## config.mk

```make
export PLATFORM = sky130hd
export DESIGN_NAME = local_run_queue_spill_steal_top
export DESIGN_NICKNAME = d
export VERILOG_FILES = /design/src/sv/lrqss_pkg.sv /design/src/sv/lrqss_dp.sv /design/src/sv/lrqss_ctrl.sv /design/src/sv/local_run_queue_spill_steal_top.sv
export SDC_FILE = /design/constraint.sdc
export NUM_CORES = 1
export LEC_CHECK = 0
export ABC_AREA = 1
export BUFFER_PORTS_ARGS = -buffer_cell sky130_fd_sc_hd__buf_2
export CORE_MARGIN = 2
export CORE_UTILIZATION = 37
export DETAILED_ROUTE_END_ITERATION = 12
export SYNTH_ARGS = -nofsm -noshare
export SYNTH_HDL_FRONTEND = slang
export SYNTH_HIERARCHICAL = 1
export SYNTH_SLANG_ARGS = --single-unit
```

## constraint.sdc

```tcl
create_clock -name clk -period 9.8 [get_ports clk]
set_input_delay 0.49 -clock clk [delete_from_list [all_inputs] [get_ports clk]]
set_output_delay 0.49 -clock clk [all_outputs]
set_load 0.02 [all_outputs]
```

## src/sv/lrqss_pkg.sv

```systemverilog
`timescale 1ns / 1ps
`default_nettype none

package lrqss_pkg;

	localparam int CAPACITY_DEF = 64;

	localparam int FUNC_W = 2;
	localparam int HANDLE_W = 16;
	localparam int KIND_W = 3;

	typedef enum logic [FUNC_W-1:0] {
		FUNC_PUSH  = 2'd0,
		FUNC_POP   = 2'd1,
		FUNC_STEAL = 2'd2
	} func_t;

	localparam logic [KIND_W-1:0] KIND_PUSHED  = 3'd0;
	localparam logic [KIND_W-1:0] KIND_POPPED  = 3'd1;
	localparam logic [KIND_W-1:0] KIND_EMPTY   = 3'd2;
	localparam logic [KIND_W-1:0] KIND_SPILLED = 3'd3;
	localparam logic [KIND_W-1:0] KIND_STOLEN  = 3'd4;

	typedef enum logic [2:0] {
		ST_IDLE,
		ST_RD,
		ST_OUT,
		ST_PUSH,
		ST_EMPTY
	} state_t;

	typedef enum logic [1:0] {
		MODE_SPILL,
		MODE_POP,
		MODE_STEAL
	} mode_t;

	typedef enum logic [1:0] {
		CNT_ONE,
		CNT_HALF,
		CNT_STEAL
	} cnt_src_t;

	typedef struct packed {
		logic              accept;
		logic              cnt_ld;
		cnt_src_t          cnt_src;
		logic              rd_en;
		logic              wr_en;
		logic              out_load;
		logic              out_from_mem;
		logic [KIND_W-1:0] out_kind;
		logic              out_last;
	} cmd_t;

	typedef struct packed {
		logic full;
		logic empty;
		logic cnt_zero;
		logic out_free;
	} sts_t;

endpackage

`default_nettype wire

```

## src/sv/lrqss_dp.sv

```systemverilog
`timescale 1ns / 1ps
`default_nettype none

module lrqss_dp
	import lrqss_pkg::*;
#(
	parameter int CAPACITY = CAPACITY_DEF
) (
	input  wire logic                clk,
	input  wire logic                arst_n,
	input  wire cmd_t                cmd,
	input  wire logic [HANDLE_W-1:0] in_handle,
	output sts_t                     sts,
	output logic                     m_valid,
	input  wire logic                m_ready,
	output logic [HANDLE_W-1:0]      m_handle,
	output logic [KIND_W-1:0]        m_kind,
	output logic                     m_last
);

	localparam int AW = (CAPACITY > 1) ? $clog2(CAPACITY) : 1;
	localparam int SW = $clog2(CAPACITY + 1);
	localparam int CW = $clog2((CAPACITY + 1) / 2 + 1);

	logic [HANDLE_W-1:0] mem [CAPACITY];

	logic [AW-1:0]       hslot_q, tslot_q;
	logic                hlap_q, tlap_q;
	logic [HANDLE_W-1:0] handle_q;
	logic [HANDLE_W-1:0] rdata_q;
	logic [CW-1:0]       cnt_q;
	logic                out_valid_q;
	logic [HANDLE_W-1:0] out_handle_q;
	logic [KIND_W-1:0]   out_kind_q;
	logic                out_last_q;

	logic [SW-1:0]       size;
	logic [SW-1:0]       steal_n;
	logic                slots_eq;

	assign slots_eq = (hslot_q == tslot_q);

	always_comb begin
		if (hlap_q == tlap_q) begin
			size = SW'(tslot_q) - SW'(hslot_q);
		end else begin
			size = SW'(CAPACITY) - SW'(hslot_q) + SW'(tslot_q);
		end
		steal_n = size - (size >> 1);
	end

	assign sts.full     = slots_eq && (hlap_q != tlap_q);
	assign sts.empty    = slots_eq && (hlap_q == tlap_q);
	assign sts.cnt_zero = (cnt_q == '0);
	assign sts.out_free = !out_valid_q || m_ready;

	always_ff @(posedge clk) begin
		if (cmd.accept) begin
			handle_q <= in_handle;
		end
		if (cmd.wr_en) begin
			mem[tslot_q] <= handle_q;
		end
		if (cmd.rd_en) begin
			rdata_q <= mem[hslot_q];
		end
		if (cmd.out_load) begin
			out_handle_q <= cmd.out_from_mem ? rdata_q : '0;
			out_kind_q   <= cmd.out_kind;
			out_last_q   <= cmd.out_last;
		end
	end

	always_ff @(posedge clk or negedge arst_n) begin
		if (!arst_n) begin
			hslot_q     <= '0;
			hlap_q      <= 1'b0;
			tslot_q     <= '0;
			tlap_q      <= 1'b0;
			cnt_q       <= '0;
			out_valid_q <= 1'b0;
		end else begin
			// advance head on every read, decrement remaining count
			if (cmd.rd_en) begin
				if (hslot_q == AW'(CAPACITY - 1)) begin
					hslot_q <= '0;
					hlap_q  <= !hlap_q;
				end else begin
					hslot_q <= hslot_q + AW'(1);
				end
			end
			if (cmd.wr_en) begin
				if (tslot_q == AW'(CAPACITY - 1)) begin
					tslot_q <= '0;
					tlap_q  <= !tlap_q;
				end else begin
					tslot_q <= tslot_q + AW'(1);
				end
			end
			if (cmd.cnt_ld) begin
				case (cmd.cnt_src)
					CNT_ONE:   cnt_q <= CW'(1);
					CNT_HALF:  cnt_q <= CW'(CAPACITY / 2);
					CNT_STEAL: cnt_q <= CW'(steal_n);
					default:   cnt_q <= CW'(1);
				endcase
			end else if (cmd.rd_en) begin
				cnt_q <= cnt_q - CW'(1);
			end
			if (cmd.out_load) begin
				out_valid_q <= 1'b1;
			end else if (m_ready) begin
				out_valid_q <= 1'b0;
			end
		end
	end

	assign m_valid  = out_valid_q;
	assign m_handle = out_handle_q;
	assign m_kind   = out_kind_q;
	assign m_last   = out_last_q;

	a_load_free: assert property (@(posedge clk) disable iff (!arst_n)
		cmd.out_load |-> sts.out_free)
		else $error("output beat overwritten before taken");

	a_no_write_full: assert property (@(posedge clk) disable iff (!arst_n)
		cmd.wr_en |-> !sts.full)
		else $error("write into full ring");

	a_no_read_empty: assert property (@(posedge clk) disable iff (!arst_n)
		cmd.rd_en |-> !sts.empty)
		else $error("read from empty ring");

	a_size_bound: assert property (@(posedge clk) disable iff (!arst_n)
		cmd.wr_en |=> (size == $past(size) + SW'(1)) || $past(cmd.rd_en))
		else $error("ring size did not follow write");

endmodule

`default_nettype wire

```

## src/sv/lrqss_ctrl.sv

```systemverilog
`timescale 1ns / 1ps
`default_nettype none

module lrqss_ctrl
	import lrqss_pkg::*;
(
	input  wire logic              clk,
	input  wire logic              arst_n,
	input  wire logic              s_valid,
	input  wire logic [FUNC_W-1:0] s_func,
	output logic                   s_ready,
	input  wire sts_t              sts,
	output cmd_t                   cmd
);

	state_t state_q, state_d;
	mode_t  mode_q, mode_d;

	always_ff @(posedge clk or negedge arst_n) begin
		if (!arst_n) begin
			state_q <= ST_IDLE;
			mode_q  <= MODE_POP;
		end else begin
			state_q <= state_d;
			mode_q  <= mode_d;
		end
	end

	always_comb begin
		state_d = state_q;
		mode_d  = mode_q;
		s_ready = 1'b0;
		cmd     = '{accept: 1'b0, cnt_ld: 1'b0, cnt_src: CNT_ONE, rd_en: 1'b0,
			wr_en: 1'b0, out_load: 1'b0, out_from_mem: 1'b0,
			out_kind: KIND_PUSHED, out_last: 1'b0};
		case (state_q)
			ST_IDLE: begin
				s_ready    = 1'b1;
				cmd.accept = s_valid;
				if (s_valid) begin
					case (s_func)
						FUNC_PUSH: begin
							if (sts.full) begin
								cmd.cnt_ld  = 1'b1;
								cmd.cnt_src = CNT_HALF;
								mode_d      = MODE_SPILL;
								state_d     = ST_RD;
							end else begin
								state_d = ST_PUSH;
							end
						end
						FUNC_POP: begin
							if (sts.empty) begin
								state_d = ST_EMPTY;
							end else begin
								cmd.cnt_ld  = 1'b1;
								cmd.cnt_src = CNT_ONE;
								mode_d      = MODE_POP;
								state_d     = ST_RD;
							end
						end
						FUNC_STEAL: begin
							if (sts.empty) begin
								state_d = ST_EMPTY;
							end else begin
								cmd.cnt_ld  = 1'b1;
								cmd.cnt_src = CNT_STEAL;
								mode_d      = MODE_STEAL;
								state_d     = ST_RD;
							end
						end
						default: begin
							// unused code: drop the beat
							state_d = ST_IDLE;
						end
					endcase
				end
			end
			ST_RD: begin
				cmd.rd_en = 1'b1;
				state_d   = ST_OUT;
			end
			ST_OUT: begin
				if (sts.out_free) begin
					cmd.out_load     = 1'b1;
					cmd.out_from_mem = 1'b1;
					case (mode_q)
						MODE_SPILL: cmd.out_kind = KIND_SPILLED;
						MODE_POP:   cmd.out_kind = KIND_POPPED;
						MODE_STEAL: cmd.out_kind = KIND_STOLEN;
						default:    cmd.out_kind = KIND_POPPED;
					endcase
					cmd.out_last = (mode_q != MODE_SPILL) && sts.cnt_zero;
					// overlap the next read with this output load
					if (!sts.cnt_zero) begin
						cmd.rd_en = 1'b1;
					end else if (mode_q == MODE_SPILL) begin
						state_d = ST_PUSH;
					end else begin
						state_d = ST_IDLE;
					end
				end
			end
			ST_PUSH: begin
				if (sts.out_free) begin
					cmd.wr_en    = 1'b1;
					cmd.out_load = 1'b1;
					cmd.out_kind = KIND_PUSHED;
					cmd.out_last = 1'b1;
					state_d      = ST_IDLE;
				end
			end
			ST_EMPTY: begin
				if (sts.out_free) begin
					cmd.out_load = 1'b1;
					cmd.out_kind = KIND_EMPTY;
					cmd.out_last = 1'b1;
					state_d      = ST_IDLE;
				end
			end
			default: begin
				state_d = ST_IDLE;
			end
		endcase
	end

endmodule

`default_nettype wire

```

## src/sv/local_run_queue_spill_steal_top.sv

```systemverilog
`timescale 1ns / 1ps
`default_nettype none

// Owner side of a bounded ring run queue of 16-bit task handles. A push
// stores the handle at the tail; on a full ring it first spills the oldest
// CAPACITY/2 handles as overflow beats. A pop gives the head handle or an
// empty beat; a steal gives ceil(size/2) handles from the head with tlast
// on the final one, or one empty beat. Every input beat of a used code ends
// with a beat carrying tlast; unused operation codes are dropped with no
// output. One operation runs at a time and handles come out of a single-port
// ring with registered read data, one per cycle once streaming and while the
// output side does not stall. The ring contents need no clearing after
// reset; of the ring's state only the head and tail positions reset.
module local_run_queue_spill_steal_top
	import lrqss_pkg::*;
#(
	parameter int CAPACITY = CAPACITY_DEF
) (
	input  wire logic        clk,
	input  wire logic        arst_n,
	input  wire logic        s_axis_tvalid,
	output logic             s_axis_tready,
	input  wire logic [15:0] s_axis_tdata,  // [15:0] task_handle
	input  wire logic [1:0]  s_axis_tuser,  // [1:0] func
	output logic             m_axis_tvalid,
	input  wire logic        m_axis_tready,
	output logic [15:0]      m_axis_tdata,  // [15:0] out_handle
	output logic [2:0]       m_axis_tuser,  // [2:0] kind
	output logic             m_axis_tlast
);

	cmd_t cmd;
	sts_t sts;

	lrqss_ctrl u_ctrl (
		.clk     (clk),
		.arst_n  (arst_n),
		.s_valid (s_axis_tvalid),
		.s_func  (s_axis_tuser),
		.s_ready (s_axis_tready),
		.sts     (sts),
		.cmd     (cmd)
	);

	lrqss_dp #(
		.CAPACITY (CAPACITY)
	) u_dp (
		.clk       (clk),
		.arst_n    (arst_n),
		.cmd       (cmd),
		.in_handle (s_axis_tdata),
		.sts       (sts),
		.m_valid   (m_axis_tvalid),
		.m_ready   (m_axis_tready),
		.m_handle  (m_axis_tdata),
		.m_kind    (m_axis_tuser),
		.m_last    (m_axis_tlast)
	);

endmodule

`default_nettype wire

```

==> summary.txt, run 1 <==
Place
  • Dpl hpwl: roughly 65,000 um
  • GPL Wtd Cong: a little under 0.9
  • DP Worst Slack: 5.39 ns
  • Port bufs: 43

Worst setup path
  • CP cell instances: inv_8, buf_4, ha_1, nand2_1, nand2_1, o21bai_1, xor2_1, inv_1, ha_1, a21oi_1, o21ai_0, a31oi_1, inv_1, nand2_1, nand3_1, nand2_1, nand2_1, a21oi_1
  • Critical Path Start Type: flip-flop
  • CP endpoint kind: flip-flop
  • Arrival @ worst endpoint: 5.05 ns
  • Crit path largest cell delay: between 0.7 and 0.8 ns
  • Critical Path RT: 10.41 ns
  • Most frequent CP cell: nand2_1
  • CP Max Fanout: 130
  • Critical path class: flip-flop to flip-flop
  • Slowest CP cell: buf_4

STA
  • Worst slew pin tran: 1.18 ns
  • Max Transition Viols Final: 0
  • Relative slew slack: a little over a fifth
  • Setup_tns: 0 ns
  • Fin crit share: a little under half
  • Fin. Hold Viols: 0
  • Tmin final: around 4.4 ns
  • Clock Skews: between 0.02 and 0.025 ns
  • Worst setup margin: approximately 5.4 ns
  • RSZ-0062 raised after global routing: false
  • Final setup vio count: 0
  • Achievable Freq: between 0.2 and 0.25 GHz

Drt
  • Post-route ant nets: 0
  • DRC: 0
  • DRT iter0 DRCs: approximately 3,500
  • Total wire length: ~120,000 um
  • Drt first pass iters: 6
  • DR WL/cell: around 24 um
  • Via/cell ratio: between 5 and 6
  • Vias: approximately 28,000

Clocking
  • Max clock buf depth: 3
  • Inserted Clock Buffers: ~110
  • Htree depth: 3
  • Root buf cell: clkbuf_16
  • Post-CTS setup repair buffer count: 0
  • CTS tree: built
  • Worst-Skew Late Latency: 0.69 ns
  • Clock transition at the registers of the reported paths: around 0.070 ns
  • Clock sink count: 1,102

Pwr
  • Comb power frac: roughly a third
  • Switch share: between 30% and 40%
  • P_sw: approximately 0.0056 W
  • Cell leakage power: about 16 nW
  • Int Pwr: between 0.009 and 0.01 W
  • Clock power frac: around 27%
  • Pwr Density: a little under 300 mW/mm2
  • Max rail drop VDD: slightly below 0.3 mV
  • Sequential power share: between 30% and 40%

Synth
  • Synthesized cell area: 0.0440 mm2
  • Mapped Cells: around 3,400
  • Yosys warns: 6
  • Syn avg cell area: around 13 um2
  • Post-synth EDFFs: 1,076
  • Main synth FF type: edfxtp_1
  • Register area share after synthesis: between 70% and 80%
  • Yosys reg bits: between 1,000 and 1,500
  • Distinct cells, synth: 43
  • Post-synthesis net count: ~3,400
  • Ys async rst share: roughly 2.4%

Finish
  • Layout cells sized above 1: a little under a tenth
  • Nets@finish: 3,466
  • Layout Utilization: 41.9%
  • Layout Area Growth over Synthesis: 12.4%
  • Ant. Diodes: 0

Die
  • Area of the core: ~0.12 mm2
  • Starting Density: 37.3%
  • Top Ports: between 40 and 50
  • Chip Width: about 350 um
  • Die ar.: 0.122 mm2
  • Die Y: about 350 um
  • Row Count: between 100 and 150

Global routing
  • Total gr overflow: 0
  • Initial antenna violation count: 1
  • Largest net degree at the start of global routing: slightly below 200
  • Vias in the first global route: ~26,000
  • First-pass GRT wire length: between 150,000 and 200,000 um
  • GR Util All Layers: 19.3%

Run
  • Max Cap Viol: 0

Run status
  • Status: finished clean

Hold path
  • Hold Crit Class: input port to flip-flop
placed cells by master, fill, tap and decap left out, types with 8 or more instances in the layout:
cell and n:
o21ai_0 521, buf_4 101, o21ai_1 11, clkinv_2 25
clkbuf_16 107, dfrtp_1 22, ha_1 23, o22ai_1 157
buf_2 43, nand2_1 244, a21oi_1 34, bufinv_16 8
o221ai_1 92, clkbuf_1 23, nand3_1 131, edfxtp_1 1076
nor2_1 624, o211ai_1 37, inv_1 91, clkinv_1 29
dlygate4sd3_1 17, nand4_1 29
synthesized netlist by cell type, types with 23 or more instances:
cell type,n,area (um2)
edfxtp_1,1076,32300
nor2_1,626,2350
o21ai_0,521,2610
nand2_1,244,916
o22ai_1,157,982
nand3_1,131,656
clkbuf_1,109,409
inv_1,92,345
o221ai_1,92,806
buf_2,75,375
o211ai_1,37,278
a21oi_1,34,170
nand4_1,29,181
dfrtp_1,25,626
ha_1,23,288
area by class of cell:
type	count	area (um2)
inverters	100	399
multi-input cells	1947	9660
flip-flops and latches	1102	33000
fillers	10700	68600
clock buffers	130	2760
repair buffers	163	1180
clock inverters	66	542
well taps	1536	1920
power groups by stage:
stage | registers [W] | logic [W] | clock network [W]
2_1_floorplan | 0.00589 | 0.00316 | 0
3_3_place_gp | 0.00593 | 0.00479 | 0
3_5_place_dp | 0.00593 | 0.00484 | 0
4_1_cts | 0.00583 | 0.00485 | 0.00402
5_1_grt | 0.00585 | 0.00535 | 0.00419
6_report | 0.00584 | 0.00489 | 0.00395
cells by family after synthesis:
kind of cell	synth area share (%)
compound gates	11.3
xor+xnor	0.179
fa+ha+maj	0.745
buf+inv	3.20
flops	74.9
simple gates	9.64
critical path, delay by kind of cell (launching register included):
family | cells | cell delay (ns)
and+or+nand+nor | 6 | 0.36
adders and majority gates | 2 | 0.61
AOI/OAI and AO/OA | 5 | 0.76
buffers and inverters | 4 | 1.58
DFF | 1 | 0.73
xor gates and xnor gates | 1 | 0.23
registers in the layout (all words and copies together) (netlist names):
signal          cells
u_dp/m_valid        1
u_dp/tslot_q        6
u_dp/m_kind         3
u_dp/rdata_q       16
u_dp/mem         1024
u_dp/cnt_q          6
u_ctrl/mode_q       2
u_dp/tlap_q         1
u_dp/hlap_q         1
u_dp/handle_q      16
u_dp/m_last         1
u_dp/m_handle      16
u_dp/hslot_q        6
u_ctrl/state_q      3
worst paths after layout:
check	endpoint	cells past startpoint	from	slack (ns)
worst max-delay path	u_dp/cnt_q[5]$_DFFE_PN0P_	18	u_dp/hslot_q[1]$_DFFE_PN0P_	5.36
worst min-delay path	u_dp/m_valid$_DFFE_PN0P_	4	m_axis_tready	0.12
worst max register to register	u_dp/cnt_q[5]$_DFFE_PN0P_	18	u_dp/hslot_q[1]$_DFFE_PN0P_	5.36
worst min register to register	u_ctrl/mode_q[0]$_DFFE_PN1P_	2	u_ctrl/mode_q[0]$_DFFE_PN1P_	0.51
max in group asynchronous	u_dp/hslot_q[0]$_DFFE_PN0P_	2	arst_n	8.95
min in group asynchronous	u_dp/m_valid$_DFFE_PN0P_	2	arst_n	0.36
per-stage QoR:
stage / std cells / hold WS [ns] / power (W) / instance area [um2]
finish: 5044 / 0.123 / 0.0147 / 49400
global route: 5044 / 0.128 / 0.0154 / 49400
CTS: 5044 / 0.0905 / 0.0147 / 49400
detailed placement: 4831 / 0.510 / 0.0108 / 46000
global placement: 4831 / 0.506 / 0.0107 / 46000
floorplan: 3365 / 0.194 / 0.00905 / 44000
timing repair:
item / CTS / global route
hold buffers: 17 / 0
resized for setup: 0 / 0
hold endpoints to repair: 41 / 0
endpoints found under the setup margin: 0 / 0
per-layer routing:
layer / track usage [%] / wire length, um
met1: 28.1 / 51100
met2: 29.5 / 54500
met3: 2.86 / 9970
met4: 6.62 / 3560
met5: 0 / 0
Note: power is estimated with default switching activity, not from simulation.
==> run 2: changes to the inputs <==
clock period = 3.8 ns   (was 9.8 ns; I/O delays follow)
==> summary.txt, run 2 (same netlist as run 1, synthesis figures left out) <==
Global routing
  • GR Util All Layers: 18.7% (-0.53 points)
  • Initial antenna violation count: 3 (+2)
  • Total gr overflow: 0 (unchanged)
  • Vias in the first global route: 26,200 (+0.36%)
  • First-pass GRT wire length: 172,000 um (-2.2%)
  • Largest net degree at the start of global routing: 200 (+2.0%)

STA
  • Tmin final: 3.10 ns (-1.34 ns)
  • Max Transition Viols Final: 0 (unchanged)
  • Fin crit share: 81.5% (+36 points)
  • Setup_tns: 0 ns (unchanged)
  • Relative slew slack: 32.8% (+12 points)
  • Final setup vio count: 0 (unchanged)
  • Worst slew pin tran: 1.01 ns (-0.168 ns)
  • Achievable Freq: 0.323 GHz (+43%)
  • Fin. Hold Viols: 0 (unchanged)
  • RSZ-0062 raised after global routing: false
  • Clock Skews: 0.0352 ns (+0.0134 ns)

Place
  • Dpl hpwl: 62,900 um (-3.2%)
  • GPL Wtd Cong: 0.878 (-0.42%)
  • Port bufs: 43 (unchanged)

Drt
  • DR WL/cell: 22.8 um (-3.3%)
  • Via/cell ratio: 5.51 (-0.67%)
  • DRT iter0 DRCs: 3,447 (-1.2%)
  • Total wire length: 116,000 um (-2.7%)
  • Post-route ant nets: 0 (unchanged)
  • Drt first pass iters: 5 (-1)
  • Vias: 28,000 (-0.061%)
  • DRC: 0 (unchanged)

Finish
  • Commonest non-fill, non-tap cell in the layout: edfxtp_1
  • Nets@finish: 3,497 (+0.89%)
  • Ant. Diodes: 0 (unchanged)
  • Most frequent cells in the layout: edfxtp_1, nor2_1, o21ai_0
  • Layout Area Growth over Synthesis: 13.7%
  • Max FFs per register: 1,024 (unchanged)
  • Filler Cell Count: 10,700 (-0.084%)
  • Layout cells sized above 1: 10.3% (+1.1 points)
  • Top reg by flops: u_dp/mem
  • Layout Utilization: 42.4% (+0.48 points)

Die
  • Die ar.: 0.122 mm2 (unchanged)
  • Top Ports: 44 (unchanged)
  • Starting Density: 37.3% (unchanged)
  • Chip Width: 349 um (unchanged)
  • Area of the core: 0.118 mm2 (unchanged)
  • Row Count: 126 (unchanged)
  • Die Y: 349 um (unchanged)

Clocking
  • CTS tree: built
  • Clock sink count: 1,102 (unchanged)
  • Clock transition at the registers of the reported paths: 0.07 ns (about the same)
  • Inserted Clock Buffers: 105 (unchanged)
  • Worst-Skew Late Latency: 0.69 ns (about the same)
  • Post_cts resized: 0 (unchanged)
  • Root buf cell: clkbuf_16
  • Htree depth: 3 (unchanged)
  • Max clock buf depth: 3 (unchanged)

Worst setup path
  • Arrival @ worst endpoint: 3.70 ns (-1.35 ns)
  • CP Max Fanout: 8 (-94%)
  • CP endpoint kind: flip-flop
  • Critical Path Start Type: flip-flop
  • Critical Path RT: 4.40 ns (-6.01 ns)
  • Critical path class: flip-flop to flip-flop

Pwr
  • Max rail drop VDD: 0.792 mV (+170%)
  • Cell leakage power: 16.3 nW (+1.5%)
  • Total Power: 0.0385 W (+160%)
  • Pwr Density: 770 mW/mm2 (+160%)

Run status
  • Status: finished clean

Run
  • Max Cap Viol: 0 (unchanged)

Hold path
  • Hold Crit Class: input port to flip-flop
run 2: cell types whose count changed in the layout (fill, tap and decap cells not counted), sizes merged:
cell         before  now
buf             146  174
clkinv           54   37
clkinvlp          0   11
clkbuf          130  134
bufinv            8   11
dlygate4sd3      17   20
inv             104  103
run 2: repair_timing:
action,4_1_cts,5_1_grt
buffers inserted,0,0
hold buffers,20,0
endpoints found under the hold margin,45,0
run 2: through the flow:
| stage | std cells | worst slack (ns) | area, um2 | hold slack (ns) |
|---|---|---|---|---|
| 4_1_cts | 5075 | 0.725 | 50000 | 0.0134 |
| 2_1_floorplan | 3365 | 0.439 | 44000 | -0.106 |
| 6_report | 5075 | 0.703 | 50000 | 0.0333 |
| 3_5_place_dp | 4859 | 0.757 | 46300 | 0.276 |
| 5_1_grt | 5075 | 0.367 | 50000 | 0.102 |
| 3_3_place_gp | 4859 | 0.741 | 46300 | 0.241 |
run 2: path summary, 6_finish.rpt:
kind / end / cells past startpoint / from / slack [ns]
hold reg to reg: u_ctrl/mode_q[0]$_DFFE_PN1P_ / 2 / u_ctrl/mode_q[0]$_DFFE_PN1P_ / 0.51
max in group asynchronous: u_dp/hslot_q[1]$_DFFE_PN0P_ / 2 / arst_n / 3.22
setup / recovery: u_dp/cnt_q[5]$_DFFE_PN0P_ / 17 / u_dp/tslot_q[0]$_DFFE_PN0P_ / 0.70
hold / removal: u_ctrl/state_q[2]$_DFFE_PN0P_ / 7 / s_axis_tvalid / 0.03
min in group asynchronous: u_ctrl/state_q[0]$_DFFE_PN0P_ / 2 / arst_n / 0.07
setup reg to reg: u_dp/cnt_q[5]$_DFFE_PN0P_ / 17 / u_dp/tslot_q[0]$_DFFE_PN0P_ / 0.70
run 2: final cells by class:
| cell class | count | area (um2) | area share (%) |
|---|---|---|---|
| tap | 1536 | 1920 | 3.84 |
| sequential | 1102 | 33000 | 65.9 |
| clock buffer | 134 | 2820 | 5.64 |
| clock inverter | 62 | 676 | 1.35 |
| timing repair buffer | 194 | 1560 | 3.12 |
| inverter | 100 | 399 | 0.798 |
| multi-input combinational | 1947 | 9660 | 19.3 |
run 2: power breakdown:
part / leakage [nW] / total [W] / internal, W / switching (W)
registers: 10.0 / 0.0148 / 0.0144 / 0.000360
clock network: 1.68 / 0.0106 / 0.00604 / 0.00454
logic: 4.65 / 0.0132 / 0.00367 / 0.00949
total: 16.3 / 0.0385 / 0.0241 / 0.0144
run 2: critical path, cell delays in order, from the launching register on:
cell	delay, ns
dfrtp_1	0.46
inv_1	0.17
ha_1	0.19
inv_1	0.07
fa_1	0.42
a31o_2	0.24
xnor2_1	0.21
inv_1	0.07
ha_1	0.33
a21oi_1	0.14
o21ai_0	0.11
a31oi_1	0.20
inv_1	0.06
nand2_1	0.07
nand3_1	0.06
nand2_1	0.06
nand2_1	0.04
a21oi_1	0.11
run 2: routing by layer:
layer	vias up	part of all wire, %	GRT usage, %
met2	1105	46	29.3
met1	14000	44	27.2
met4	0	3.1	6.14
li1	12600	-	-
met3	180	7.4	2.36
met5	-	0	0
